<file path="config.mk">
export PLATFORM = sky130hd
export DESIGN_NAME = utf8_text_segmenter_unit
export DESIGN_NICKNAME = d
export VERILOG_FILES = /design/src/rtl/u8seg_pkg.sv /design/src/rtl/u8seg_fifo.sv /design/src/rtl/u8seg_front.sv /design/src/rtl/u8seg_back.sv /design/src/rtl/u8seg_outq.sv /design/src/rtl/utf8_text_segmenter_unit.sv
export SDC_FILE = /design/constraint.sdc
export NUM_CORES = 1
export LEC_CHECK = 0
export BUFFER_PORTS_ARGS = -buffer_cell sky130_fd_sc_hd__buf_4
export CORE_MARGIN = 2
export CORE_UTILIZATION = 62
export CTS_CLUSTER_SIZE = 24
export DETAILED_ROUTE_END_ITERATION = 12
export GPL_TIMING_DRIVEN = 1
export HOLD_SLACK_MARGIN = 0.05
export PLACE_DENSITY = 0.76
export SYNTH_ARGS = -nofsm -noshare
export SYNTH_HDL_FRONTEND = slang
export SYNTH_SLANG_ARGS = --single-unit
</file>
<file path="constraint.sdc">
create_clock -name clk -period 6.1 [get_ports clk]
set_input_delay 0.915 -clock clk [delete_from_list [all_inputs] [get_ports clk]]
set_output_delay 0.915 -clock clk [all_outputs]
set_load 0.02 [all_outputs]
</file>
<file path="src/rtl/u8seg_pkg.sv">
package u8seg_pkg;

    // Segment kinds as they appear on seg_kind
    localparam logic [1:0] KIND_WORD  = 2'd0;
    localparam logic [1:0] KIND_SPACE = 2'd1;
    localparam logic [1:0] KIND_IDEO  = 2'd2;

    // Queue depths between the parts
    localparam int EVQ_DEPTH  = 4;
    localparam int OUTQ_DEPTH = 4;

    typedef struct packed {
        logic [7:0]  text_byte;
        logic [15:0] para_base;
        logic        para_last;
    } in_word_t;

    typedef struct packed {
        logic [15:0] seg_start;
        logic [15:0] seg_length;
        logic [1:0]  seg_kind;
        logic        seg_last;
        logic        offset_overflow;
    } out_word_t;

    // Control part of one decoded byte, handed from decoder to segmenter
    typedef struct packed {
        logic       place;  // a code point finishes on this byte
        logic [1:0] kind;   // class of that code point
        logic       last;   // final byte of the paragraph
        logic       sat;    // offset saturated so far in this paragraph
    } evt_ctl_t;

endpackage

</file>
<file path="src/rtl/u8seg_fifo.sv">
module u8seg_fifo #(
    parameter int WIDTH = 8,
    parameter int DEPTH = 4
) (
    input  logic             clk,
    input  logic             rst_n,
    input  logic             push,
    input  logic [WIDTH-1:0] din,
    input  logic             pop,
    output logic [WIDTH-1:0] dout,
    output logic             full,
    output logic             empty
);
    localparam int AW = $clog2(DEPTH);
    localparam int CW = $clog2(DEPTH + 1);

    logic [WIDTH-1:0] mem_reg [DEPTH];
    logic [AW-1:0]    wr_ptr_reg, wr_ptr_next;
    logic [AW-1:0]    rd_ptr_reg, rd_ptr_next;
    logic [CW-1:0]    count_reg, count_next;

    assign full  = (count_reg == CW'(DEPTH));
    assign empty = (count_reg == '0);
    assign dout  = mem_reg[rd_ptr_reg];

    always_comb
    begin
        wr_ptr_next = push ? wr_ptr_reg + AW'(1) : wr_ptr_reg;
        rd_ptr_next = pop ? rd_ptr_reg + AW'(1) : rd_ptr_reg;
        count_next  = count_reg + CW'(push) - CW'(pop);
    end

    always_ff @(posedge clk or negedge rst_n)
    begin
        if (!rst_n)
        begin
            wr_ptr_reg <= '0;
            rd_ptr_reg <= '0;
            count_reg  <= '0;
        end
        else
        begin
            wr_ptr_reg <= wr_ptr_next;
            rd_ptr_reg <= rd_ptr_next;
            count_reg  <= count_next;
        end
    end

    always_ff @(posedge clk)
    begin
        if (push)
        begin
            mem_reg[wr_ptr_reg] <= din;
        end
    end

endmodule

</file>
<file path="src/rtl/u8seg_front.sv">
module u8seg_front #(
    parameter int OFFSET_BITS = 16
) (
    input  logic                  clk,
    input  logic                  rst_n,
    input  logic                  accept,
    input  u8seg_pkg::in_word_t   in_word,
    output u8seg_pkg::evt_ctl_t   evt_ctl,
    output logic [OFFSET_BITS-1:0] evt_char_begin,
    output logic [OFFSET_BITS-1:0] evt_end_pos
);
    import u8seg_pkg::*;

    localparam int BW = (OFFSET_BITS > 16) ? OFFSET_BITS : 16;
    localparam logic [OFFSET_BITS-1:0] LIMIT = {OFFSET_BITS{1'b1}};

    logic [OFFSET_BITS-1:0] pos_reg, pos_next;
    logic [OFFSET_BITS-1:0] cb_reg, cb_next;
    logic [20:0]            acc_reg, acc_next;
    logic [1:0]             pend_reg, pend_next;
    logic                   sat_reg, sat_next;
    logic                   first_reg, first_next;

    logic [BW-1:0]          base_ext;
    logic                   base_over;
    logic [OFFSET_BITS-1:0] pos;
    logic                   sat_start;
    logic                   at_lim;
    logic [1:0]             pend0;
    logic [20:0]            acc0;
    logic [20:0]            acc_dec;
    logic [1:0]             pend_dec;
    logic [20:0]            cp;
    logic                   done;
    logic                   truncated;
    logic [7:0]             b;

    function automatic logic [1:0] classify(input logic [20:0] c);
        logic [1:0] k;
        k = KIND_WORD;
        if (c == 21'h09 || c == 21'h20 || c == 21'hA0 || c == 21'h1680 ||
            (c >= 21'h2000 && c <= 21'h200A) || c == 21'h202F ||
            c == 21'h205F || c == 21'h3000)
        begin
            k = KIND_SPACE;
        end
        else if ((c >= 21'h2E80 && c <= 21'h9FFF) ||
                 (c >= 21'hF900 && c <= 21'hFAFF) ||
                 (c >= 21'h20000 && c <= 21'h3134F))
        begin
            k = KIND_IDEO;
        end
        return k;
    endfunction

    always_comb
    begin
        b         = in_word.text_byte;
        // clamp the paragraph base to the offset limit on the first byte
        base_ext  = BW'(in_word.para_base);
        base_over = (base_ext > BW'(LIMIT));
        pos       = first_reg ? (base_over ? LIMIT : base_ext[OFFSET_BITS-1:0]) : pos_reg;
        sat_start = first_reg ? base_over : sat_reg;
        at_lim    = (pos == LIMIT);
        pos_next  = at_lim ? LIMIT : pos + OFFSET_BITS'(1);
        sat_next  = sat_start | at_lim;

        pend0 = first_reg ? 2'd0 : pend_reg;
        acc0  = first_reg ? 21'd0 : acc_reg;

        cb_next  = cb_reg;
        acc_dec  = acc0;
        pend_dec = pend0;
        cp       = acc0;
        done     = 1'b0;
        if (pend0 == 2'd0)
        begin
            cb_next = pos;
            if (!b[7])
            begin
                done = 1'b1;
                cp   = {14'd0, b[6:0]};
            end
            else if (b[7:5] == 3'b110)
            begin
                acc_dec  = {16'd0, b[4:0]};
                pend_dec = 2'd1;
            end
            else if (b[7:4] == 4'b1110)
            begin
                acc_dec  = {17'd0, b[3:0]};
                pend_dec = 2'd2;
            end
            else
            begin
                acc_dec  = {18'd0, b[2:0]};
                pend_dec = 2'd3;
            end
        end
        else
        begin
            // shift in six payload bits of a continuation byte
            acc_dec  = {acc0[14:0], b[5:0]};
            pend_dec = pend0 - 2'd1;
            cp       = acc_dec;
            done     = (pend_dec == 2'd0);
        end

        // a paragraph cut inside a code point closes it as a word
        truncated = in_word.para_last && (pend_dec != 2'd0);

        acc_next   = in_word.para_last ? 21'd0 : acc_dec;
        pend_next  = in_word.para_last ? 2'd0 : pend_dec;
        first_next = in_word.para_last;

        evt_ctl.place  = done | truncated;
        evt_ctl.kind   = truncated ? KIND_WORD : classify(cp);
        evt_ctl.last   = in_word.para_last;
        evt_ctl.sat    = sat_next;
        evt_char_begin = cb_next;
        evt_end_pos    = pos_next;
    end

    always_ff @(posedge clk or negedge rst_n)
    begin
        if (!rst_n)
        begin
            pos_reg   <= '0;
            cb_reg    <= '0;
            acc_reg   <= '0;
            pend_reg  <= '0;
            sat_reg   <= 1'b0;
            first_reg <= 1'b1;
        end
        else if (accept)
        begin
            pos_reg   <= pos_next;
            cb_reg    <= cb_next;
            acc_reg   <= acc_next;
            pend_reg  <= pend_next;
            sat_reg   <= sat_next;
            first_reg <= first_next;
        end
    end

endmodule

</file>
<file path="src/rtl/u8seg_back.sv">
module u8seg_back #(
    parameter int OFFSET_BITS = 16
) (
    input  logic                   clk,
    input  logic                   rst_n,
    input  logic                   evt_empty,
    input  u8seg_pkg::evt_ctl_t    evt_ctl,
    input  logic [OFFSET_BITS-1:0] evt_char_begin,
    input  logic [OFFSET_BITS-1:0] evt_end_pos,
    input  logic [2:0]             outq_free,
    output logic                   evt_pop,
    output logic [1:0]             push_cnt,
    output u8seg_pkg::out_word_t   push_data0,
    output u8seg_pkg::out_word_t   push_data1
);
    import u8seg_pkg::*;

    logic [OFFSET_BITS-1:0] begin_reg, begin_next;
    logic [1:0]             class_reg, class_next;
    logic                   open_reg, open_next;

    logic                   merge;
    logic                   emit_a;
    logic                   emit_b;
    logic [1:0]             need;
    out_word_t              word_a;
    out_word_t              word_b;

    function automatic logic [15:0] trim16(input logic [OFFSET_BITS-1:0] v);
        logic [31:0] w;
        w = 32'(v);
        return w[15:0];
    endfunction

    always_comb
    begin
        // same-kind words and spaces extend the open segment
        merge  = open_reg && (evt_ctl.kind == class_reg) && (evt_ctl.kind != KIND_IDEO);
        emit_a = evt_ctl.place && open_reg && !merge;
        emit_b = evt_ctl.last;
        need   = {1'b0, emit_a} + {1'b0, emit_b};

        begin_next = begin_reg;
        class_next = class_reg;
        open_next  = open_reg;
        if (evt_ctl.place && !merge)
        begin
            begin_next = evt_char_begin;
            class_next = evt_ctl.kind;
            open_next  = 1'b1;
        end

        word_a.seg_start       = trim16(begin_reg);
        word_a.seg_length      = trim16(evt_char_begin - begin_reg);
        word_a.seg_kind        = class_reg;
        word_a.seg_last        = 1'b0;
        word_a.offset_overflow = evt_ctl.sat;

        word_b.seg_start       = trim16(begin_next);
        word_b.seg_length      = trim16(evt_end_pos - begin_next);
        word_b.seg_kind        = class_next;
        word_b.seg_last        = 1'b1;
        word_b.offset_overflow = evt_ctl.sat;

        // take the next event only when its words fit
        evt_pop    = !evt_empty && ({1'b0, need} <= outq_free);
        push_cnt   = evt_pop ? need : 2'd0;
        push_data0 = emit_a ? word_a : word_b;
        push_data1 = word_b;
    end

    always_ff @(posedge clk or negedge rst_n)
    begin
        if (!rst_n)
        begin
            begin_reg <= '0;
            class_reg <= KIND_WORD;
            open_reg  <= 1'b0;
        end
        else if (evt_pop)
        begin
            begin_reg <= begin_next;
            class_reg <= class_next;
            open_reg  <= open_next && !evt_ctl.last;
        end
    end

endmodule

</file>
<file path="src/rtl/u8seg_outq.sv">
module u8seg_outq (
    input  logic                 clk,
    input  logic                 rst_n,
    input  logic [1:0]           push_cnt,
    input  u8seg_pkg::out_word_t push_data0,
    input  u8seg_pkg::out_word_t push_data1,
    input  logic                 pop,
    output u8seg_pkg::out_word_t dout,
    output logic                 empty,
    output logic [2:0]           free
);
    import u8seg_pkg::*;

    localparam int AW = $clog2(OUTQ_DEPTH);
    localparam int CW = $clog2(OUTQ_DEPTH + 1);

    out_word_t     mem_reg [OUTQ_DEPTH];
    logic [AW-1:0] wr_ptr_reg, wr_ptr_next;
    logic [AW-1:0] rd_ptr_reg, rd_ptr_next;
    logic [CW-1:0] count_reg, count_next;
    logic          popped;
    logic [AW-1:0] wr_ptr_plus1;

    always_comb
    begin
        empty        = (count_reg == '0);
        free         = 3'(CW'(OUTQ_DEPTH) - count_reg);
        dout         = mem_reg[rd_ptr_reg];
        popped       = pop && !empty;
        wr_ptr_plus1 = wr_ptr_reg + AW'(1);
        wr_ptr_next  = wr_ptr_reg + AW'(push_cnt);
        rd_ptr_next  = popped ? rd_ptr_reg + AW'(1) : rd_ptr_reg;
        count_next   = count_reg + CW'(push_cnt) - CW'(popped);
    end

    always_ff @(posedge clk or negedge rst_n)
    begin
        if (!rst_n)
        begin
            wr_ptr_reg <= '0;
            rd_ptr_reg <= '0;
            count_reg  <= '0;
        end
        else
        begin
            wr_ptr_reg <= wr_ptr_next;
            rd_ptr_reg <= rd_ptr_next;
            count_reg  <= count_next;
        end
    end

    always_ff @(posedge clk)
    begin
        if (push_cnt != 2'd0)
        begin
            mem_reg[wr_ptr_reg] <= push_data0;
        end
        if (push_cnt == 2'd2)
        begin
            mem_reg[wr_ptr_plus1] <= push_data1;
        end
    end

endmodule

</file>
<file path="src/rtl/utf8_text_segmenter_unit.sv">
// A byte's result words pass the event queue, then the result queue, to the result ports.
// The unit takes one byte per cycle while the event queue has room; one result word leaves
// per pop, so a paragraph's final byte that closes two segments takes an extra pop.
// The decoder is set apart from the segmenter by a 4-entry event queue, and the segmenter
// writes into a 4-entry result queue that takes up to two words per cycle.
// Reset (rst_n low, asynchronous) empties both queues; the next byte starts a paragraph.
module utf8_text_segmenter_unit #(
    parameter int OFFSET_BITS = 16
) (
    input  logic                 clk,
    input  logic                 rst_n,
    input  logic                 push,
    output logic                 full,
    input  u8seg_pkg::in_word_t  in_data,
    output logic                 empty,
    input  logic                 pop,
    output u8seg_pkg::out_word_t out_data
);
    import u8seg_pkg::*;

    localparam int EVW = $bits(evt_ctl_t) + 2 * OFFSET_BITS;

    // decoder side
    logic                   accept;
    evt_ctl_t               f_ctl;
    logic [OFFSET_BITS-1:0] f_char_begin;
    logic [OFFSET_BITS-1:0] f_end_pos;

    // event queue head
    logic [EVW-1:0]         evq_dout;
    logic                   evq_empty;
    evt_ctl_t               h_ctl;
    logic [OFFSET_BITS-1:0] h_char_begin;
    logic [OFFSET_BITS-1:0] h_end_pos;

    // segmenter to result queue
    logic                   evt_pop;
    logic [1:0]             outq_push_cnt;
    out_word_t              outq_data0;
    out_word_t              outq_data1;
    logic [2:0]             outq_free;

    // take a byte whenever the event queue has a slot
    assign accept = push && !full;

    u8seg_front #(
        .OFFSET_BITS (OFFSET_BITS)
    ) u_front (
        .clk            (clk),
        .rst_n          (rst_n),
        .accept         (accept),
        .in_word        (in_data),
        .evt_ctl        (f_ctl),
        .evt_char_begin (f_char_begin),
        .evt_end_pos    (f_end_pos)
    );

    // one event per accepted byte, decoupling decode from segment assembly
    u8seg_fifo #(
        .WIDTH (EVW),
        .DEPTH (EVQ_DEPTH)
    ) u_evq (
        .clk   (clk),
        .rst_n (rst_n),
        .push  (accept),
        .din   ({f_ctl, f_char_begin, f_end_pos}),
        .pop   (evt_pop),
        .dout  (evq_dout),
        .full  (full),
        .empty (evq_empty)
    );

    assign {h_ctl, h_char_begin, h_end_pos} = evq_dout;

    // merge runs and emit closed segments; stall the event queue when words do not fit
    u8seg_back #(
        .OFFSET_BITS (OFFSET_BITS)
    ) u_back (
        .clk            (clk),
        .rst_n          (rst_n),
        .evt_empty      (evq_empty),
        .evt_ctl        (h_ctl),
        .evt_char_begin (h_char_begin),
        .evt_end_pos    (h_end_pos),
        .outq_free      (outq_free),
        .evt_pop        (evt_pop),
        .push_cnt       (outq_push_cnt),
        .push_data0     (outq_data0),
        .push_data1     (outq_data1)
    );

    // hold finished words until the consumer pops them
    u8seg_outq u_outq (
        .clk        (clk),
        .rst_n      (rst_n),
        .push_cnt   (outq_push_cnt),
        .push_data0 (outq_data0),
        .push_data1 (outq_data1),
        .pop        (pop),
        .dout       (out_data),
        .empty      (empty),
        .free       (outq_free)
    );

`ifndef ASSERT_OFF
    // never write more words than the result queue has room for
    assert property (@(posedge clk) disable iff (!rst_n)
        (outq_push_cnt != 2'd0) |-> ({1'b0, outq_push_cnt} <= outq_free))
        else $error("result queue overrun");

    // segmenter draws events only from a non-empty queue
    assert property (@(posedge clk) disable iff (!rst_n)
        evt_pop |-> !evq_empty)
        else $error("event queue underrun");

    // a paragraph-end event always yields a word
    assert property (@(posedge clk) disable iff (!rst_n)
        (evt_pop && h_ctl.last) |-> (outq_push_cnt != 2'd0))
        else $error("paragraph end produced no segment");

    // a word marked last is never followed in the same write by another
    assert property (@(posedge clk) disable iff (!rst_n)
        (outq_push_cnt == 2'd2) |-> (!outq_data0.seg_last && outq_data1.seg_last))
        else $error("bad order of segment words");
`endif

endmodule

</file>
=== After elaboration in Yosys (flattened, before gate mapping) ===
Memory sizes are Yosys's and may differ from the RTL's.
Index checks and enable logic that the tools add are counted.

* Output and inout bits: 38
* Memories: 2
* RAM bits: 292
* Register bits: 90

* Magnitude comparators: 10
* Add/subtract/negate cells: 15
* Bitwise logic cells: 2
* Equality and inequality tests: 14
* Reduce and logical (&&, ||, !) cells: 34
* Multiplexer cells: 35

{| class="wikitable"
|+ Memory list
! memory !! depth !! width !! read ports !! clocked after Yosys merged registers in !! wr ports !! line !! source
|-
| u_evq.mem_reg || 4 || 37 || 1 || 0 || 1 || u8seg_fifo.sv:17 || <nowiki>logic [WIDTH-1:0] mem_reg [DEPTH];</nowiki>
|-
| u_outq.mem_reg || 4 || 36 || 1 || 0 || 2 || u8seg_outq.sv:17 || <nowiki>out_word_t mem_reg [OUTQ_DEPTH];</nowiki>
|}

{| class="wikitable"
|+ Operators with widths
! kind !! number
|-
| two-way mux 21 bit || 7
|-
| two-way mux 16 bit || 5
|-
| == test 21 x 14 -> 1 bit, second input constant || 3
|-
| >= comparator 21 x 14 -> 1 bit, second input constant || 2
|-
| <= comparator 21 x 16 -> 1 bit, second input constant || 2
|-
| two-way mux 36 bit || 1
|-
| subtractor 16 bit || 2
|-
| == test 21 x 13 -> 1 bit, second input constant || 1
|-
| == test 21 x 4 -> 1 bit, second input constant || 1
|-
| == test 21 x 6 -> 1 bit, second input constant || 1
|-
| == test 21 x 8 -> 1 bit, second input constant || 1
|-
| >= comparator 21 x 16 -> 1 bit, second input constant || 1
|-
| >= comparator 21 x 18 -> 1 bit, second input constant || 1
|-
| <= comparator 21 x 14 -> 1 bit, second input constant || 1
|-
| <= comparator 21 x 18 -> 1 bit, second input constant || 1
|-
| two-way mux 2 bit || 10
|-
| adder 16 x 1 -> 16 bit, second input constant || 1
|-
| == test 16 bit, second input constant || 1
|-
| > comparator 16 bit, second input constant || 1
|-
| logical AND 1 bit || 14
|-
| two-way mux 1 bit || 11
|-
| logical OR 1 bit || 9
|-
| adder 2 x 1 -> 2 bit, second input constant || 4
|-
| == test 3 bit, second input constant || 2
|-
| 18 further kinds || 27
|}

=== Longest topological paths before layout ===
Gate-level depths: netlist of the first run.

* Word-level depth: 13
* Mapped depth: 20
* Gate-level depth less buffers: 17

=== By module ===
A second synthesis of the first run with hierarchy kept.

* Cell total of the unflattened synthesis: 1,509
* Area, all modules: 20,279.4 sq um

{| class="wikitable"
|+ Modules (own cells, without submodules)
! module !! area an instance (sq um) !! sequential area each (sq um) !! cells each !! instances
|-
| u8seg_outq || 7,385.8 || 4,499.3 || 391 || 1
|-
| u8seg_fifo || 5,719.2 || 4,619.4 || 227 || 1
|-
| u8seg_front || 4,280.4 || 1,427.6 || 499 || 1
|-
| u8seg_back || 2,880.3 || 475.5 || 391 || 1
|-
| utf8_text_segmenter_unit || 13.8 || 0.0 || 1 || 1
|}

=== Worst setup path before layout of the first run ===
OpenSTA, ideal clock, no wires.

* Kind: reg-to-reg
* Start point: register u_evq.rd_ptr_reg[0]
* End point: memory u_outq.mem_reg[0][0] in the netlist's numbering (data pin)
* Stages on the path, launching flop included: 17
* Slack: 1,471 ps
* Buffers on the path: 3
* Data arrival time: 4,368 ps
* Clock period less this slack: 4,629 ps
* Data required time: 5,839 ps
* Path through: dfrtp_1 -> mux4_2 -> xnor2_2 -> a211oi_4 -> buf_2 -> buf_1 -> xnor2_1 -> ha_1 -> nand2_1 -> nand2_1 -> o32ai_1 -> inv_1 -> and3_1 -> buf_2 -> nand3_1 -> nand2_1 -> and2_1

{| class="wikitable"
|+ RTL lines
! element !! line !! source
|-
| start: declaration || u8seg_fifo.sv:19 || <nowiki>logic [AW-1:0] rd_ptr_reg, rd_ptr_next;</nowiki>
|-
| start signal: assignment || u8seg_fifo.sv:44 || <nowiki>rd_ptr_reg <= rd_ptr_next;</nowiki>
|-
| end: declaration || u8seg_outq.sv:17 ||
|}

==> results of run 1 <==
## layout by cell type (no fill, tap or decap), types with 12 or more instances in the layout
cell type and count:
edfxtp_1 288, nand2_1 136, o22ai_1 119, nor2_1 96, a21oi_1 95, buf_4 91
o21ai_0 87, dfrtp_1 87, mux4_2 73, inv_1 54, ha_1 45, clkbuf_16 41
xnor2_1 37, a22oi_1 24, mux2_2 23, mux2i_1 20, nor2b_1 18, nand3_1 17
xor2_1 17, nor3_1 16, o21a_1 14, and2_1 12, a31oi_1 12, clkbuf_1 12
## metrics by stage
| step | worst slack, ns | area (um2) | hold slack, ns | std cells |
|---|---|---|---|---|
| final | 0.935 | 21600 | 0.386 | 2043 |
| after floorplan | 1.47 | 19500 | 0.435 | 1577 |
| after detailed placement | 1.03 | 20400 | 0.467 | 1969 |
| after CTS | 1.01 | 21600 | 0.414 | 2043 |
| after global routing | 0.426 | 21600 | 0.450 | 2043 |
| after global placement | 1.17 | 20400 | 0.447 | 1969 |
## layer usage
metal | track usage | wire (um)
met5 | 0 | 0
met4 | 0.0846 | 1100
met3 | 0.0359 | 3730
met2 | 0.469 | 22200
met1 | 0.409 | 19300
## final timing paths
check / cells past startpoint / end
worst min-delay path: 1 / u_front.acc_reg[1]$_DFFE_PN0P_
min in group clk: 2 / u_back.begin_reg[12]$_DFFE_PN0N_
worst max-delay path: 17 / u_outq.mem_reg[0][16]$_DFFE_PP_
max in group asynchronous: 2 / u_evq.rd_ptr_reg[0]$_DFFE_PN0N_
worst max register to register: 17 / u_outq.mem_reg[0][16]$_DFFE_PP_
worst min register to register: 2 / u_back.begin_reg[12]$_DFFE_PN0N_
## cell families (layout without fill, tap and decap cells)
kind of cell               after synthesis  in the layout  synth area share
AOI/OAI and AO/OA                      454            454             0.149
xor gates and xnor gates                56             56            0.0259
adders and majority gates               49             49            0.0330
buffers and inverters                  156            226            0.0324
DFF                                    382            382             0.563
muxes                                  117            117             0.109
and+or+nand+nor                        363            363            0.0876
## area by class of cell
type / instances / area share
Timing Repair Buffer: 94 / 0.0343
Clock inverter: 20 / 0.00936
Inverter: 58 / 0.0102
Sequential cell: 382 / 0.507
Clock buffer: 54 / 0.0501
Multi-Input combinational cell: 1039 / 0.366
Tap cell: 396 / 0.0229
==> flow_summary.json, run 1 <==
{
  "cts_made_buffers": 40,
  "first_iter_violations": 1310,
  "dieArea_mm2": 0.0329,
  "crit_path_end_kind": "flop",
  "grt.total_usage": 0.287,
  "fmax_mhz": 194,
  "clkTransAtPathRegs_ns": 0.06,
  "synth_cell_types": 92,
  "fin_tns_setup_ns": 0,
  "clock_latency_ns": 0.54,
  "drive_gt1_frac": 0.173,
  "overflow": 0,
  "io_buffers": 66,
  "skew_ns": 0.0181,
  "synth_cells": 1577,
  "syn-cell-area_mm2": 0.0195,
  "grt_max_degree": 56,
  "synthTopCellsByCount": "edfxtp_1, nand2_1, o22ai_1",
  "yosysTopAreaCell": "edfxtp_1",
  "rsz0062_at_grt": "false",
  "multi_input_area_mm2": 0.00792,
  "cts_buffer_depth": 3,
  "yosys_warnings": 0,
  "regArea_mm2": 0.0110,
  "viasPerCell": 6.62,
  "hold_violations": 0,
  "post_cts_resize_count": 0,
  "cap_violations": 0,
  "drc": 0,
  "drt-total-wl_um": 46300,
  "status": "complete, no violations",
  "worstHoldPathType": "in -> async",
  "cpMaxStageDelayCell": "a21boi_0",
  "cp_num_buf_inv": 1,
  "cp_common_cell": "a21oi_1",
  "wl_per_cell_um": 22.7,
  "finalCritPeriodShare": 0.847,
  "startpoint_type": "flop",
  "htree_levels": 2,
  "grt_pass1_wl_um": 73600,
  "synth_most_common_cell": "edfxtp_1",
  "first_pass_iters": 5,
  "fp.dieH_um": 181,
  "synth_ff_type": "edfxtp_1",
  "synth_edf_count": 288,
  "crit_chain": "mux4_2 -> xnor2_2 -> a21oi_2 -> o21a_4 -> nor2_1 -> a21oi_1 -> inv_1 -> fa_1 -> nor2b_1 -> o21ai_0 -> a21oi_1 -> o211ai_1 -> a21oi_1 -> o31ai_1 -> a21boi_0 -> mux2i_1 -> o21ai_0",
  "period_needed_ns": 5.16,
  "ys_seq_area_frac": 0.563,
  "ys_ff_latch": 382,
  "worst-path-max-fanout": 30,
  "crit_type": "reg -> reg",
  "synthesis.nets": 1655,
  "rows": 64,
  "worst_pin_slew_ns": 1.14,
  "grt_pass1_vias": 13393,
  "syn2layout_area_growth_pct": 11.0,
  "fp.dieW_um": 181,
  "critPathLaunch": "u_evq.rd_ptr_reg[0]$_DFFE_PN0N_",
  "drv_slew": 0,
  "dr_total_vias": 13530,
  "r2r-start": "u_evq.rd_ptr_reg[0]$_DFFE_PN0N_",
  "start_util": 0.634,
  "diodes": 0,
  "n_fill_cell": 2106,
  "cts_tree": "built",
  "antenna_found_initial": 0,
  "place_congestion": 0.906,
  "async_reset_ff_frac": 0.236,
  "arrival_ns": 5.53,
  "path_delay_family": "compound AO/OA/AOI/OAI gates",
  "cts_root_buffer": "clkbuf_16",
  "yosysTopAreaCellShare": 0.444,
  "fin_util": 0.704,
  "antenna_left": 0,
  "synth.avg_cell_area_um2": 12.4,
  "cts_hold_buf": 0,
  "largest_register_ffs": 148,
  "slowest_delay_ns": 0.59,
  "ff2ff_setup_slack_ns": 0.94,
  "cts_setup_buffers": 0,
  "synth.area.top_cells": "edfxtp_1, dfrtp_1, mux4_2",
  "nets": 1693,
  "core-area_mm2": 0.0307,
  "hpwl_um": 30200,
  "num_io_pins": 67,
  "setup_violations": 0,
  "slew_headroom": 0.235,
  "cts_num_sinks": 382,
  "required_ns": 6.46
}
Power of run 1 is left out: the tool's default activity adds up to more than one toggle a clock period on the data nets, which glitch-free logic cannot reach.
==> run 2, diff against run 1 <==
Clock period 6.1 ns to 5.4 ns, I/O delays scaled along.
==> run 2 against run 1 <==
Via count grew 1.0%; global-route usage up 0.91 points; sequential cell count is the same.
==> flow_summary.json, run 2 (synthesized netlist as in run 1, its figures left out) <==
{
  "fin_tns_setup_ns": 0,
  "wl_per_cell_um": 23.2,
  "place_congestion": 0.890,
  "rows": 64,
  "stdcell_count": 2054,
  "nets": 1703,
  "cp_common_cell": "a21oi_1",
  "drt-total-wl_um": 47700,
  "arrival_ns": 5.01,
  "cts_buffer_depth": 3,
  "slew_headroom": 0.120,
  "regArea_mm2": 0.0110,
  "dieArea_mm2": 0.0329,
  "grt.total_usage": 0.296,
  "hold_violations": 0,
  "fp.dieW_um": 181,
  "setup_violations": 0,
  "io_buffers": 66,
  "clkTransAtPathRegs_ns": 0.06,
  "post_cts_resize_count": 0,
  "period_needed_ns": 4.75,
  "syn2layout_area_growth_pct": 11.4,
  "place_inst": 1978,
  "fp.dieH_um": 181,
  "overflow": 0,
  "rsz0062_at_grt": "false",
  "status": "complete, no violations",
  "start_util": 0.634,
  "antenna_left": 0,
  "dr_total_vias": 13669,
  "first_pass_iters": 6,
  "hpwl_um": 30300,
  "drive_gt1_frac": 0.180,
  "finalCritPeriodShare": 0.879,
  "first_iter_violations": 1507,
  "worstHoldPathType": "in -> async",
  "crit_chain": "buf_4 -> buf_4 -> mux4_2 -> a21oi_1 -> inv_1 -> fa_1 -> nor2b_1 -> o21ai_0 -> a21oi_1 -> o211ai_1 -> a21oi_1 -> o31ai_1 -> a311oi_1 -> o21bai_1 -> o21ai_0",
  "clock_latency_ns": 0.54,
  "num_io_pins": 67,
  "drv_slew": 0,
  "final_cell_mix": "edfxtp_1, nand2_1, o22ai_1",
  "core-area_mm2": 0.0307,
  "antenna_found_initial": 0,
  "n_fill_cell": 2141,
  "final_common_cell": "edfxtp_1",
  "crit_type": "reg -> reg",
  "cts_made_buffers": 41,
  "htree_levels": 2,
  "cts_tree": "built",
  "cpMaxStageDelayCell": "mux4_2",
  "fin_ws_ns": 0.652,
  "slowest_delay_ns": 0.63,
  "grt_pass1_vias": 13387,
  "skew_ns": 0.0119,
  "cts_setup_buffers": 0,
  "cts_num_sinks": 382,
  "largest_register_ffs": 148,
  "worst-path-max-fanout": 21,
  "required_ns": 5.66,
  "fmax_mhz": 211,
  "grt_max_degree": 61,
  "cts_hold_buf": 0,
  "viasPerCell": 6.65,
  "multi_input_area_mm2": 0.00792,
  "crit_path_end_kind": "flop",
  "drc": 0,
  "diodes": 0,
  "cts_root_buffer": "clkbuf_16",
  "pre_cts_slack_ns": 0.649,
  "startpoint_type": "flop",
  "cap_violations": 0,
  "worst_pin_slew_ns": 1.31,
  "grt_pass1_wl_um": 75600
}
run 2: cell types whose count changed in the layout (fill, tap and decap cells not counted):
cell,before,now
clkinv_2,4,5
clkinvlp_4,3,4
buf_12,3,0
clkbuf_1,12,8
clkinv_1,6,7
inv_6,2,3
clkinv_8,1,2
clkbuf_8,1,2
buf_4,91,103
run 2: worst max-delay path, delay by kind of cell (launching register included):
kind | cells | cell delay, ns
compound gates | 9 | 1.97
fa+ha+maj | 1 | 0.46
buf+inv | 3 | 0.89
flops | 1 | 0.40
mux | 1 | 0.63
simple gates | 1 | 0.12
run 2: per-layer routing:
layer / GRT usage / vias up / part of all wire
li1: - / 6157 / -
met1: 0.418 / 6673 / 0.40
met2: 0.484 / 718 / 0.48
met3: 0.0401 / 121 / 0.089
met4: 0.0914 / 0 / 0.029
met5: 0 / - / 0
run 2: path summary, 6_finish.rpt:
path	startpoint	end	slack, ns	cells after the start
max in group asynchronous	rst_n	u_back.begin_reg[8]$_DFFE_PN0N_	3.96	2
min in group clk	u_outq.mem_reg[2][1]$_SDFFE_PP1P_	u_outq.mem_reg[2][1]$_SDFFE_PP1P_	0.47	1
worst max register to register	u_evq.rd_ptr_reg[0]$_DFFE_PN0N_	u_outq.mem_reg[0][18]$_DFFE_PP_	0.65	15
worst min-delay path	rst_n	u_front.acc_reg[6]$_DFFE_PN0P_	0.26	1
worst min register to register	u_outq.mem_reg[2][1]$_SDFFE_PP1P_	u_outq.mem_reg[2][1]$_SDFFE_PP1P_	0.47	1
worst max-delay path	u_evq.rd_ptr_reg[0]$_DFFE_PN0N_	u_outq.mem_reg[0][18]$_DFFE_PP_	0.65	15
run 2: layout make-up:
| class | instances | area share |
|---|---|---|
| tap | 396 | 0.0228 |
| multi-input combinational | 1039 | 0.365 |
| sequential | 382 | 0.506 |
| clock inverter | 25 | 0.0112 |
| inverter | 58 | 0.0101 |
| clock buffer | 51 | 0.0499 |
| timing repair buffer | 103 | 0.0356 |
run 2: per-stage QoR:
| step | area (um2) | utilization | hold slack (ns) |
|---|---|---|---|
| 2_1_floorplan | 19500 | - | 0.435 |
| 3_3_place_gp | 20400 | 0.663 | 0.448 |
| 3_5_place_dp | 20400 | 0.663 | 0.452 |
| 4_1_cts | 21700 | 0.706 | 0.270 |
| 5_1_grt | 21700 | 0.706 | 0.292 |
| 6_report | 21700 | 0.706 | 0.262 |
Power of run 2 is left out for the same reason.
